## src/rtl/bcpe_pkg.sv

```systemverilog
// ----------------------------------------------------------------------------
// bcpe_pkg
// Shared widths, codes and the control word of the Bezier point evaluator.
// ----------------------------------------------------------------------------
package bcpe_pkg;

  localparam int MAX_POINTS = 8;
  localparam int IDX_W      = 3;    // point_index
  localparam int COORD_W    = 16;   // integer control point coordinate
  localparam int T_W        = 17;   // time_fraction, Q0.16 with 1.0 reachable
  localparam int T_FRAC     = 16;
  localparam int FRAC_W     = 24;   // working fraction bits
  localparam int W_W        = COORD_W + FRAC_W;            // working value
  localparam int POS_W      = 24;   // Q16.8 result
  localparam int CNT_W      = 4;    // point_count register
  localparam int LVL_W      = 3;    // levels, up to MAX_POINTS-1

  // b - a is split in a low and a high part for the multiply
  localparam int LO_W       = 21;
  localparam int HI_W       = W_W + 1 - LO_W;
  localparam int PLO_W      = LO_W + T_W;
  localparam int PHI_W      = HI_W + T_W + 1;
  localparam int SUM_W      = PHI_W + LO_W;

  localparam logic [T_W-1:0]    T_ONE     = T_W'(1) << T_FRAC;
  localparam logic [T_FRAC-1:0] T_HALF    = T_FRAC'(1) << (T_FRAC - 1);
  localparam logic [CNT_W-1:0]  CNT_RESET = CNT_W'(4);
  localparam logic [CNT_W-1:0]  CNT_MIN   = CNT_W'(2);
  localparam logic [CNT_W-1:0]  CNT_MAX   = CNT_W'(MAX_POINTS);

  localparam logic MODE_WRITE = 1'b0;
  localparam logic MODE_EVAL  = 1'b1;

  // step strobes broadcast to every cell
  typedef struct packed {
    logic load;   // working value <= control point
    logic diff;   // register neighbor - own
    logic mul;    // register partial products with t
    logic acc;    // working value <= own + rounded product
  } ctrl_t;

endpackage

```

## src/rtl/bcpe_seq.sv

```systemverilog
// ----------------------------------------------------------------------------
// bcpe_seq
// Level sequencer: steps the cell row through diff, multiply and accumulate
// once per level, then hands the result to the output register.
// ----------------------------------------------------------------------------
module bcpe_seq (
  input  logic                         clk,
  input  logic                         rst,
  input  logic                         eval_start,
  input  logic [bcpe_pkg::CNT_W-1:0]   point_count,
  input  logic                         out_free,
  output bcpe_pkg::ctrl_t              ctrl,
  output logic                         out_load,
  output logic                         idle
);
  import bcpe_pkg::*;

  typedef enum logic [4:0] {
    S_IDLE = 5'b00001,
    S_DIFF = 5'b00010,
    S_MUL  = 5'b00100,
    S_ACC  = 5'b01000,
    S_DONE = 5'b10000
  } state_t;

  state_t            state, state_next;
  logic [LVL_W-1:0]  level, level_next;
  logic [CNT_W-1:0]  n_clamp;

  always_comb begin
    if (point_count < CNT_MIN) begin
      n_clamp = CNT_MIN;
    end else if (point_count > CNT_MAX) begin
      n_clamp = CNT_MAX;
    end else begin
      n_clamp = point_count;
    end
  end

  always_comb begin
    state_next = state;
    level_next = level;
    unique case (state)
      S_IDLE: begin
        if (eval_start) begin
          state_next = S_DIFF;
          level_next = LVL_W'(n_clamp - CNT_W'(1));
        end
      end
      S_DIFF: state_next = S_MUL;
      S_MUL:  state_next = S_ACC;
      S_ACC: begin
        if (level == LVL_W'(1)) begin
          state_next = S_DONE;
        end else begin
          state_next = S_DIFF;
          level_next = level - LVL_W'(1);
        end
      end
      S_DONE: begin
        if (out_free) begin
          state_next = S_IDLE;
        end
      end
      default: state_next = S_IDLE;
    endcase
  end

  always_ff @(posedge clk) begin
    if (rst) begin
      state <= S_IDLE;
      level <= '0;
    end else begin
      state <= state_next;
      level <= level_next;
    end
  end

  assign idle      = (state == S_IDLE);
  assign ctrl.load = eval_start && (state == S_IDLE);
  assign ctrl.diff = (state == S_DIFF);
  assign ctrl.mul  = (state == S_MUL);
  assign ctrl.acc  = (state == S_ACC);
  assign out_load  = (state == S_DONE) && out_free;

endmodule

```

## config.mk

```make
export PLATFORM = sky130hd
export DESIGN_NAME = bcpe_seq
export DESIGN_NICKNAME = d
export VERILOG_FILES = /design/src/rtl/bcpe_pkg.sv /design/src/rtl/bcpe_seq.sv
export SDC_FILE = /design/constraint.sdc
export NUM_CORES = 1
export LEC_CHECK = 0
export BUFFER_PORTS_ARGS = -buffer_cell sky130_fd_sc_hd__buf_2
export CORE_AREA = 2 2 39 41
export DETAILED_ROUTE_END_ITERATION = 8
export DIE_AREA = 0 0 41 43
export PLACE_DENSITY = 0.69
export SLEW_MARGIN = 10
export SYNTH_ARGS = -nofsm -noshare
export SYNTH_HDL_FRONTEND = slang
export SYNTH_SLANG_ARGS = --single-unit
```

## constraint.sdc

```tcl
create_clock -name clk -period 3.8 [get_ports clk]
set_clock_uncertainty 0.05 [all_clocks]
set_input_delay 0.38 -clock clk [delete_from_list [all_inputs] [get_ports clk]]
set_output_delay 0.38 -clock clk [all_outputs]
set_load 0.02 [all_outputs]
```

Word-level counts from Yosys, hierarchy flattened --
Cells that the tools add are included.
Cells by class: equality and inequality tests 9, bitwise logic cells 0, multiplexer cells 9, div/mod/pow operators 0, add/subtract/negate cells 2, $lt $le $gt $ge 2, shift-type cells 0, reduce and logical (&&, ||, !) cells 5, $mul 0
Operators with widths (count):
- $pmux W5 S5 | 1
- $mux W5 | 3
- $mux W3 | 4
- $ne A2 B2 Y1 const B | 3
- $pmux W3 S2 | 1
- $sub A3 B1 Y3 const B | 2
- $eq A5 B1 Y1 const B | 1
- $eq A5 B2 Y1 const B | 1
- $eq A5 B3 Y1 const B | 1
- $eq A5 B4 Y1 const B | 1
- $eq A5 B5 Y1 const B | 1
- $gt A4 B4 Y1 const B | 1
- $lt A4 B2 Y1 const B | 1
- $eq A3 B1 Y1 const B | 1
- $reduce_and A3 Y1 | 1
- $logic_and A1 B1 Y1 | 2
- $reduce_and A2 Y1 | 1
- $reduce_bool A2 Y1 | 1
Word-level totals: latch bits 0, memory bits (writable) 0, output and inout bits 6, word-level logic and storage cells 29, memories 0, input port bits 8, flip-flop bits (word level) 8, ROM bits 0

Depth between registers and ports, before layout --
depth after elaboration 6, mapped depth 6, depth with buffers taken out 6

Worst setup path after synthesis --
No wires, ideal clock.
path kind reg2out, from reg state[4], to out ctrl[2] (netlist name), stages on the path, launching flop included 4, arrival 972 ps, setup slack 2398 ps, data required time 3370 ps, cell sequence dfxtp_1 > nor2_1 > nand2_1 > nor3_1
RTL lines:
- start: declaration | RTL line bcpe_seq.sv:26 | state_t state, state_next;
- start signal: assignment | RTL line bcpe_seq.sv:74 | state <= state_next;
- end: declaration | RTL line bcpe_seq.sv:12 | output bcpe_pkg::ctrl_t ctrl,

==> metrics.csv <==
metric,value,unit
Crit path max-delay family,simple AND/OR/NAND/NOR gates,
residual DRC count,0,
postcts setup bufs,0,
"setup slack, reg-to-reg",2290,ps
Starting DRT DRC Count,10,
IO Count,14,
CTS Root Cell,clkbuf_4,
Die X,41,um
fin area,668,sq um
Reg-to-Reg End,level[2]$_SDFFE_PP0P_,
Core Rows,14,
clk_lat worst skew,250,ps
crit path max fanout,6,
worst vdd ir,0.173,mV
share of layout cells above drive strength 1,25.0,%
WHS Endpoint,level[1]$_SDFFE_PP0P_,
YS warnings,0,
Seq cells post-synth,8,
register area share after synthesis,28.6,%
Final setup violation count,0,
post-cts sizing count,0,
Worst Hold Launch,rst,
Post-synth top flop,dfxtp_1,
CTS clock-pin slew for the worst setup and hold paths,50,ps
initial core utilization,40.5,%
Post-DRT Antenna Nets,0,
Hold Crit Class,primary input to flop,
Mapped Area,561,sq um
core box area,1380,sq um
die area,1760,sq um
RSZ-0062 raised after global routing,no,
Hold Path Stages,2,
htree depth,1,
Post-Synthesis Cells,68,
Fmax,0.542,GHz
Syn Area/Cell,8.24,sq um
dpl cell area,646,sq um
clk sinks,8,
nets,97,
largest net degree at the start of global routing,9,
# fillers,156,
Max Cap Violations,0,
Final Cycle Share,48.5,%
hpwl dp,964,um
CTS buffer count,3,
synth unique cells,35,
min cycle time layout,1840,ps
status,"finished, final reports clean",
Leakage,0.000301,uW
"Async S/R FF share, synth",0,%
CP Capture Type,output pin,
Worst R2R Start,state[3]$_SDFFE_PP0P_,
Pre-antenna DRT Iters,4,
slowest CP cell,or3_4,
initial antenna violation count,0,
Total GRT Usage,16.5,%
most frequent cells in the layout,"buf_2, inv_1, dfxtp_1",
"commonest non-fill, non-tap cell in the layout",buf_2,
GR Overflow Total,0,
Antenna diodes,0,
routed via count,559,
Crit Path Category,flop to output pin,
vias in the first global route,493,
Die Span Y,43,um
first-pass GRT wire length,2.04,mm
number of port buffers,13,
CTS tree,done,
worst slew pin tran,418,ps
wire per inst,12.1,um
syn nets,79,
total routed wirelength,1.21,mm
Post-CTS Hold Buffers,0,
relative slew slack,72.0,%
Vias per Instance,5.59,
setup TNS,0,ps
Final Hold Fails,0,
fin. max-slew vios,0,
"EDFF count, synth",0,
Critical Path Start Type,flop,
PD cells,332,nW/um^2
CTS max path bufs,2,
Critical Path RT,3370,ps
GP Congestion,0.797,
crit-path max cell delay,470,ps
Area Overhead vs Synth,19.2,%
crit-path cells,or3_4 > nor2_8 > buf_2,
WP data arrival,1410,ps
Crit path buffers/inverters,1,
FF-to-FF path depth,4,
power breakdown:
part,internal [uW],switching [uW],total [uW]
registers,90.0,6.42,96.5
logic,25.8,34.3,60.2
clock network,36.1,28.8,64.9
logic make-up after synthesis:
kind of cell,share of synthesized area (%)
AO/OA/AOI/OAI,21.9
XOR/XNOR,1.56
adder cells (fa/ha/maj),6.70
buffers and inverters,6.03
flip-flops,28.6
multiplexers,1.79
AND/OR/NAND/NOR,33.5
routing by layer:
metal	part of all wire [%]	GRT usage, %	vias up	routed length [um]
li1	-	-	282	-
met1	45	21.1	268	545
met2	52	26.3	9	633
met3	2.4	3.14	0	29
met4	0	6.00	0	0
met5	0	0	-	0
how the worst max path moves through the flow:
stage / startpoint / end / slack (ps) / cells past startpoint
global route: state[1]$_SDFFE_PP0P_ / ctrl[3] / 1850 / 3
global placement: point_count[2] / level[2]$_SDFFE_PP0P_ / 2220 / 6
detailed placement: state[1]$_SDFFE_PP0P_ / ctrl[0] / 2240 / 3
finish: state[1]$_SDFFE_PP0P_ / ctrl[0] / 1960 / 3
floorplan: state[4]$_SDFFE_PP0P_ / ctrl[2] / 2400 / 3
CTS: state[1]$_SDFFE_PP0P_ / ctrl[0] / 1950 / 3
synth_stat cells (2+ instances only):
cell      number  area share, %
a21oi_1        2            1.8
dfxtp_1        8             29
ha_1           3            6.7
inv_1          9            6.0
nand2_1        5            3.3
nor2_1         4            2.7
nor2b_1        3            3.3
nor3_1         2            1.8
nor3_2         2            3.6
o211ai_1       2            2.7
o21ai_0        3            2.7
o21ai_1        2            1.8
stage by stage:
stage	setup WS, ps	utilization (%)	total power (uW)	hold slack (ps)	cells
2_1_floorplan	2400	-	140	394	68
3_3_place_gp	2220	46.7	158	417	97
3_5_place_dp	2240	46.7	158	417	97
4_1_cts	1950	48.3	225	324	100
5_1_grt	1850	48.3	237	333	100
6_report	1960	48.3	222	332	100
final cells by class:
cell class,instances,area [sq um],area share [%]
Multi-Input combinational cell,51,367,54.9
Sequential cell,8,160,24.0
Timing Repair Buffer,13,65.1,9.74
Inverter,9,33.8,5.06
Clock buffer,3,22.5,3.37
Tap cell,16,20.0,3.00
flip-flops by register name, summed over array words and instances, names as in the netlist:
| signal | cells |
|---|---|
| state | 5 |
| level | 3 |
worst reg2reg max path, cell delays in order, from the launching register on:
cell      delay [ps]
dfxtp_1          440
nor2b_1          290
a22o_1           230
o211ai_1         100
a32o_1           280
Power figures use the tool's default switching activity.
