## config.mk

```make
export PLATFORM = sky130hd
export DESIGN_NAME = bcpe_cell
export DESIGN_NICKNAME = d
export VERILOG_FILES = /design/src/rtl/bcpe_pkg.sv /design/src/rtl/bcpe_cell.sv
export SDC_FILE = /design/constraint.sdc
export NUM_CORES = 2
export LEC_CHECK = 0
export BUFFER_PORTS_ARGS = -buffer_cell sky130_fd_sc_hd__buf_4
export CORE_MARGIN = 8
export CORE_UTILIZATION = 60
export DETAILED_ROUTE_END_ITERATION = 10
export MAX_ROUTING_LAYER = met4
export PLACE_DENSITY = 0.87
export REMOVE_ABC_BUFFERS = 1
export SLEW_MARGIN = 10
export SYNTH_ARGS = -nofsm -noshare
export SYNTH_HDL_FRONTEND = slang
export SYNTH_SLANG_ARGS = --single-unit
export TNS_END_PERCENT = 5
```

## constraint.sdc

```tcl
create_clock -name clk -period 7 [get_ports clk]
set_input_delay 0 -clock clk [delete_from_list [all_inputs] [get_ports clk]]
set_output_delay 0 -clock clk [all_outputs]
set_load 0.03 [all_outputs]
```

## src/rtl/bcpe_pkg.sv

```systemverilog
// ----------------------------------------------------------------------------
// bcpe_pkg
// Shared widths, codes and the control word of the Bezier point evaluator.
// ----------------------------------------------------------------------------
package bcpe_pkg;

  localparam int MAX_POINTS = 8;
  localparam int IDX_W      = 3;    // point_index
  localparam int COORD_W    = 16;   // integer control point coordinate
  localparam int T_W        = 17;   // time_fraction, Q0.16 with 1.0 reachable
  localparam int T_FRAC     = 16;
  localparam int FRAC_W     = 24;   // working fraction bits
  localparam int W_W        = COORD_W + FRAC_W;            // working value
  localparam int POS_W      = 24;   // Q16.8 result
  localparam int CNT_W      = 4;    // point_count register
  localparam int LVL_W      = 3;    // levels, up to MAX_POINTS-1

  // b - a is split in a low and a high part for the multiply
  localparam int LO_W       = 21;
  localparam int HI_W       = W_W + 1 - LO_W;
  localparam int PLO_W      = LO_W + T_W;
  localparam int PHI_W      = HI_W + T_W + 1;
  localparam int SUM_W      = PHI_W + LO_W;

  localparam logic [T_W-1:0]    T_ONE     = T_W'(1) << T_FRAC;
  localparam logic [T_FRAC-1:0] T_HALF    = T_FRAC'(1) << (T_FRAC - 1);
  localparam logic [CNT_W-1:0]  CNT_RESET = CNT_W'(4);
  localparam logic [CNT_W-1:0]  CNT_MIN   = CNT_W'(2);
  localparam logic [CNT_W-1:0]  CNT_MAX   = CNT_W'(MAX_POINTS);

  localparam logic MODE_WRITE = 1'b0;
  localparam logic MODE_EVAL  = 1'b1;

  // step strobes broadcast to every cell
  typedef struct packed {
    logic load;   // working value <= control point
    logic diff;   // register neighbor - own
    logic mul;    // register partial products with t
    logic acc;    // working value <= own + rounded product
  } ctrl_t;

endpackage

```

## src/rtl/bcpe_cell.sv

```systemverilog
// ----------------------------------------------------------------------------
// bcpe_cell
// One de Casteljau cell: holds one control point and one working value per
// axis, and interpolates toward its right-hand neighbor once per level.
// ----------------------------------------------------------------------------
module bcpe_cell (
  input  logic                                clk,
  input  bcpe_pkg::ctrl_t                     ctrl,
  input  logic                                wr_en,
  input  logic signed [bcpe_pkg::COORD_W-1:0] wr_x,
  input  logic signed [bcpe_pkg::COORD_W-1:0] wr_y,
  input  logic        [bcpe_pkg::T_W-1:0]     t,
  input  logic        [bcpe_pkg::W_W-1:0]     nb_x,
  input  logic        [bcpe_pkg::W_W-1:0]     nb_y,
  output logic        [bcpe_pkg::W_W-1:0]     w_x,
  output logic        [bcpe_pkg::W_W-1:0]     w_y
);
  import bcpe_pkg::*;

  // lane 0 is x, lane 1 is y
  logic        [COORD_W-1:0] pt    [2];
  logic        [W_W-1:0]     w     [2];
  logic        [W_W-1:0]     nb    [2];
  logic        [W_W:0]       diff  [2];
  logic        [PLO_W-1:0]   p_lo  [2];
  logic signed [PHI_W-1:0]   p_hi  [2];
  logic        [SUM_W-1:0]   sum   [2];

  assign nb[0] = nb_x;
  assign nb[1] = nb_y;
  assign w_x   = w[0];
  assign w_y   = w[1];

  // a*2^16 + half + (b-a)*t in one three-operand add; floor shift by 16 after
  always_comb begin
    for (int l = 0; l < 2; l++) begin
      sum[l] = {{(SUM_W - W_W - T_FRAC){w[l][W_W-1]}}, w[l], T_HALF}
             + {p_hi[l], {LO_W{1'b0}}}
             + {{(SUM_W - PLO_W){1'b0}}, p_lo[l]};
    end
  end

  always_ff @(posedge clk) begin
    if (wr_en) begin
      pt[0] <= wr_x;
      pt[1] <= wr_y;
    end
    for (int l = 0; l < 2; l++) begin
      if (ctrl.load) begin
        w[l] <= {pt[l], {FRAC_W{1'b0}}};
      end else if (ctrl.acc) begin
        w[l] <= sum[l][W_W+T_FRAC-1:T_FRAC];
      end
      if (ctrl.diff) begin
        diff[l] <= {nb[l][W_W-1], nb[l]} - {w[l][W_W-1], w[l]};
      end
      if (ctrl.mul) begin
        p_lo[l] <= PLO_W'(diff[l][LO_W-1:0]) * PLO_W'(t);
        p_hi[l] <= PHI_W'($signed(diff[l][W_W:LO_W])) * PHI_W'($signed({1'b0, t}));
      end
    end
  end

endmodule

```

# Word-level counts from Yosys, hierarchy flattened
# Memories as Yosys holds them, arrays and structs flattened.
# Index checks and enable logic that the tools add are counted.
dict set report word_totals {
  regBits 0
  mem_bits_rw 346
  input_bits 135
  output_inout_bits 80
  elab_cells 30
  memories 5
}
# memory depth word_bits read_ports rd_ports_with_merged_regs write_ports line_no
set mem_list {}
lappend mem_list {diff 2 41 2 0 2 bcpe_cell.sv:24} ;# logic [W_W:0] diff [2];
lappend mem_list {w 2 40 2 0 2 bcpe_cell.sv:22} ;# logic [W_W-1:0] w [2];
lappend mem_list {p_hi 2 38 2 0 2 bcpe_cell.sv:26} ;# logic signed [PHI_W-1:0] p_hi [2];
lappend mem_list {p_lo 2 38 2 0 2 bcpe_cell.sv:25} ;# logic [PLO_W-1:0] p_lo [2];
lappend mem_list {pt 2 16 2 0 2 bcpe_cell.sv:21} ;# logic [COORD_W-1:0] pt [2];
dict set report classes {
  add_sub_neg 6
  mul 4
  mux 13
  n_bitwise 2
}
# op n
set op_table {}
lappend op_table {{$add 56x38->56} 2}
lappend op_table {{$add 56x56->56} 2}
lappend op_table {{$sub 40x40->41} 2}
lappend op_table {{$mux 40} 2}
lappend op_table {{$mul 20x18->38} 2}
lappend op_table {{$mul 21x17->38} 2}
lappend op_table {{$mux 1} 11}
lappend op_table {{$or 1x1->1} 2}

# Longest topological paths before layout
dict set report logic_depth {
  word_depth 4
  ltp_mapped 26
  depth_no_buf 24
}

# Worst setup path before layout
# OpenSTA, ideal clock, no wires.
dict set report synth_path {
  kind {register -> register}
  from {memory diff[0][9] (netlist name)}
  to {memory p_lo[0][34] (netlist name) (data pin)}
  setup_time_ns 0.260
  arrival_time_ns 6.450
  required_time_ns 6.740
  path_slack_ns 0.290
  stages_incl_launch_ff 24
  cell_sequence {edfxtp_1 buf_1 clkbuf_1 nand2_1 fa_1 inv_1 fa_1 fa_1 fa_1 fa_1 inv_1 fa_1 inv_1 ha_1 a2111o_1 a31o_1 o221a_2 and3_1 a221o_1 a41oi_4 o211ai_2 a31oi_4 o21bai_2 xor2_1}
}
# item line_no
set synth_lines {}
lappend synth_lines {{start: declaration} bcpe_cell.sv:24}
lappend synth_lines {{end: declaration} bcpe_cell.sv:25}

==> flow_metrics.env <==
export IMPL_status="completed"
export IMPL_synth_xor_area_frac=0.0368
export IMPL_h_tree_depth=2
export IMPL_ys_types=78
export IMPL_grt_ovfl_total=0
export IMPL_reg2regPathDepth=22
export IMPL_critPathLaunchType="register"
export IMPL_area_growth_pct=10.4
export IMPL_cp_slowest_cell="fa_1"
export IMPL_endpoint="p_lo[0][34]$_DFFE_PP_"
export IMPL_r2r_setup_slack_ps=160
export IMPL_ys_seq_area_frac=0.144
export IMPL_synth_edf_count=310
export IMPL_worstPathArrival_ps=7220
export IMPL_synth_ff_type="edfxtp_1"
export IMPL_numPortBuffers=214
export IMPL_cp_data_required_time_ps=7380
export IMPL_cp_end_kind="register"
export IMPL_grt_antenna_before_repair=4
export IMPL_place_congestion=0.960
export IMPL_antenna_left=0
export IMPL_final_common_cell="inv_1"
export IMPL_tightest_slew_ps=1410
export IMPL_initial_utilization=0.605
export IMPL_grt_pass1_wl_microns=280000
export IMPL_hpwl_microns=137000
export IMPL_syn_area_per_cell_sq_um=9.38
export IMPL_max_clock_path_buffers=3
export IMPL_synth_compound_area_frac=0.0701
export IMPL_std_cell_rows=120
export IMPL_r2r_start="diff[0][13]$_DFFE_PP_"
export IMPL_synth_adder_area_share=0.500
export IMPL_crit_path_max_fanout=6
export IMPL_final_nets=9175
export IMPL_synthArstFlopShare=0
export IMPL_synth_cells=6897
export IMPL_startpoint="diff[0][13]$_DFFE_PP_"
export IMPL_core_area_sq_um=107000
export IMPL_wl_microns=172000
export IMPL_worstPathCellList="and2_1, fa_1, inv_1, fa_1, fa_1, inv_1, fa_1, fa_1, inv_1, fa_1, inv_1, ha_1, a2111o_1, a31o_1, o221a_2, and3_1, a221o_1, a41oi_4, o211ai_2, a31oi_4, o21bai_2, xor2_1"
export IMPL_relSlewSlack=0.0514
export IMPL_vias=49600
export IMPL_drtIter0Drc=4054
export IMPL_maxCapViolations=0
export IMPL_drt_pass1_iter_count=7
export IMPL_cts_sinks=310
export IMPL_setup_tns_ps=0
export IMPL_synth_mux_area_frac=0.000174
export IMPL_die_w_microns=344
export IMPL_syn_area_sq_um=64700
export IMPL_insertion_delay_ps=650
export IMPL_slowest_delay_ps=540
export IMPL_layout_common_cells="inv_1 (1582), fa_1 (1244), nand2_1 (1001)"
export IMPL_yosysWarningCount=0
export IMPL_utilization=0.667
export IMPL_hold_viol=0
export IMPL_path_common_cell="fa_1"
export IMPL_grt_use_total=0.306
export IMPL_hold_class="input port to register"
export IMPL_clk_pin_slew_ps=60
export IMPL_grt_pass1_vias=54500
export IMPL_die_h_microns=344
export IMPL_synth_seq_cells=310
export IMPL_die_area_sq_um=119000
export IMPL_cts_buffers=42
export IMPL_worst_r2r_endpoint="p_lo[0][34]$_DFFE_PP_"
export IMPL_rsz0062_at_grt="yes"
export IMPL_worstSetupPathType="register to register"
export IMPL_finalCritPeriodShare=0.976
export IMPL_min_from="ctrl[1]"
export IMPL_drive_above_1_share=0.0734
export IMPL_cts_tree="yes"
export IMPL_wl_per_cell_microns=19.9
export IMPL_fin_skew_ps=36.8
export IMPL_min_period_ps=6840
export IMPL_synth_top_family_by_area="adder cells"
export IMPL_synthSimpleGateAreaFrac=0.142
export IMPL_via_per_inst=5.74
export IMPL_drv_slew=0
export IMPL_setup_viol=0
export IMPL_drc=0
export IMPL_fmax_ghz=0.146
export IMPL_cts_root_buf="clkbuf_16"
export IMPL_ioPinCount=215
export IMPL_grt_max_degree=66
## registers in the layout, summed over array words and instances, names as in the netlist
| signal | count |
|---|---|
| p_hi | 70 |
| p_lo | 46 |
| pt | 32 |
| w | 80 |
| diff | 82 |
## kinds of logic (layout without fill, tap and decap cells)
family,Yosys count,count (layout)
AOI/OAI and AO/OA,683,683
xor gates and xnor gates,272,272
DFF,310,310
adders and majority gates,1840,1840
muxes,1,1
buffers and inverters,1852,2187
and+or+nand+nor,1939,1939
other,0,6
## how the worst min path moves through the flow
stage / end / slack [ps] / depth (start not counted)
2_1_floorplan: pt[0][0]$_DFFE_PP_ / 100 / 0
3_3_place_gp: pt[0][12]$_DFFE_PP_ / 180 / 1
5_1_grt: p_hi[0][72]$_DFFE_PP_ / 40 / 1
6_report: p_hi[0][72]$_DFFE_PP_ / 9 / 1
3_5_place_dp: pt[0][30]$_DFFE_PP_ / 180 / 1
4_1_cts: diff[0][30]$_DFFE_PP_ / 3 / 3
## synth_stat cells (6+ instances only)
| cell | n | area (sq um) |
|---|---|---|
| inv_1 | 1582 | 5940 |
| fa_1 | 1244 | 24900 |
| nand2_1 | 1001 | 3760 |
| ha_1 | 596 | 7460 |
| and2_1 | 533 | 3330 |
| edfxtp_1 | 310 | 9310 |
| clkbuf_1 | 265 | 995 |
| xnor2_1 | 195 | 1710 |
| a21oi_1 | 189 | 946 |
| nor2_1 | 158 | 593 |
| o21ai_0 | 126 | 631 |
| a21o_1 | 117 | 878 |
| xor2_1 | 77 | 674 |
| nor3_1 | 45 | 225 |
| o21a_1 | 41 | 308 |
| nand3_1 | 39 | 195 |
| and3_1 | 36 | 225 |
| nor2b_1 | 32 | 200 |
| o21bai_1 | 32 | 240 |
| nand2b_1 | 30 | 188 |
| nand4_1 | 22 | 138 |
| a211oi_1 | 19 | 143 |
| o211ai_1 | 18 | 135 |
| a31oi_1 | 15 | 93.8 |
| or3_1 | 11 | 68.8 |
| a21boi_0 | 9 | 67.6 |
| o21ai_1 | 9 | 45.0 |
| o31ai_1 | 9 | 67.6 |
| a211o_1 | 8 | 70.1 |
| a31o_2 | 8 | 70.1 |
| o22ai_1 | 7 | 43.8 |
| and4_1 | 6 | 52.6 |
## layer usage
layer,vias to the layer above,wire length [microns],global-route usage
li1,21600,-,-
met1,24600,61400,0.359
met2,2666,84700,0.509
met3,711,16200,0.0589
met4,0,9540,0.145
met5,-,0,-
## repair_timing
item                                    CTS  global route
pin swaps                                 0             3
buffers inserted                          3            22
hold buffers                            109             0
cloned                                    0             0
endpoints found under the setup margin    2            13
endpoints found under the hold margin   157             0
gates resized for setup                   0             5
## worst max-delay path: cells and delay by family (launching register included)
family	cells	cell delay, ps
fa+ha+maj	7	3210
compound gates	8	2140
flops	1	490
simple gates	2	420
buf+inv	4	200
xor+xnor	1	140
## stage by stage
stage               instances  hold slack, ps  setup slack (ps)  area (sq um)
detailed placement       8425             180             -2.26         68600
finish                   8641            9.13               165         71400
global placement         8425             178               127         68600
global route             8641            36.4             -80.3         71400
CTS                      8613            2.74              53.9         71200
floorplan                6627            98.9               416         63700
## cell type report
class                      count  area (sq um)
antenna                        6          15.0
multi-input combinational   4735         48500
clock buffer                  43          1050
timing repair buffer         529          4460
inverter                    1582          5940
tap                         1403          1760
sequential                   310          9310
fill                        7653         35600
clock inverter                33           419
Power is not shown: default switching activity piles up to over one toggle a cycle in this logic, so the estimate is an artifact.
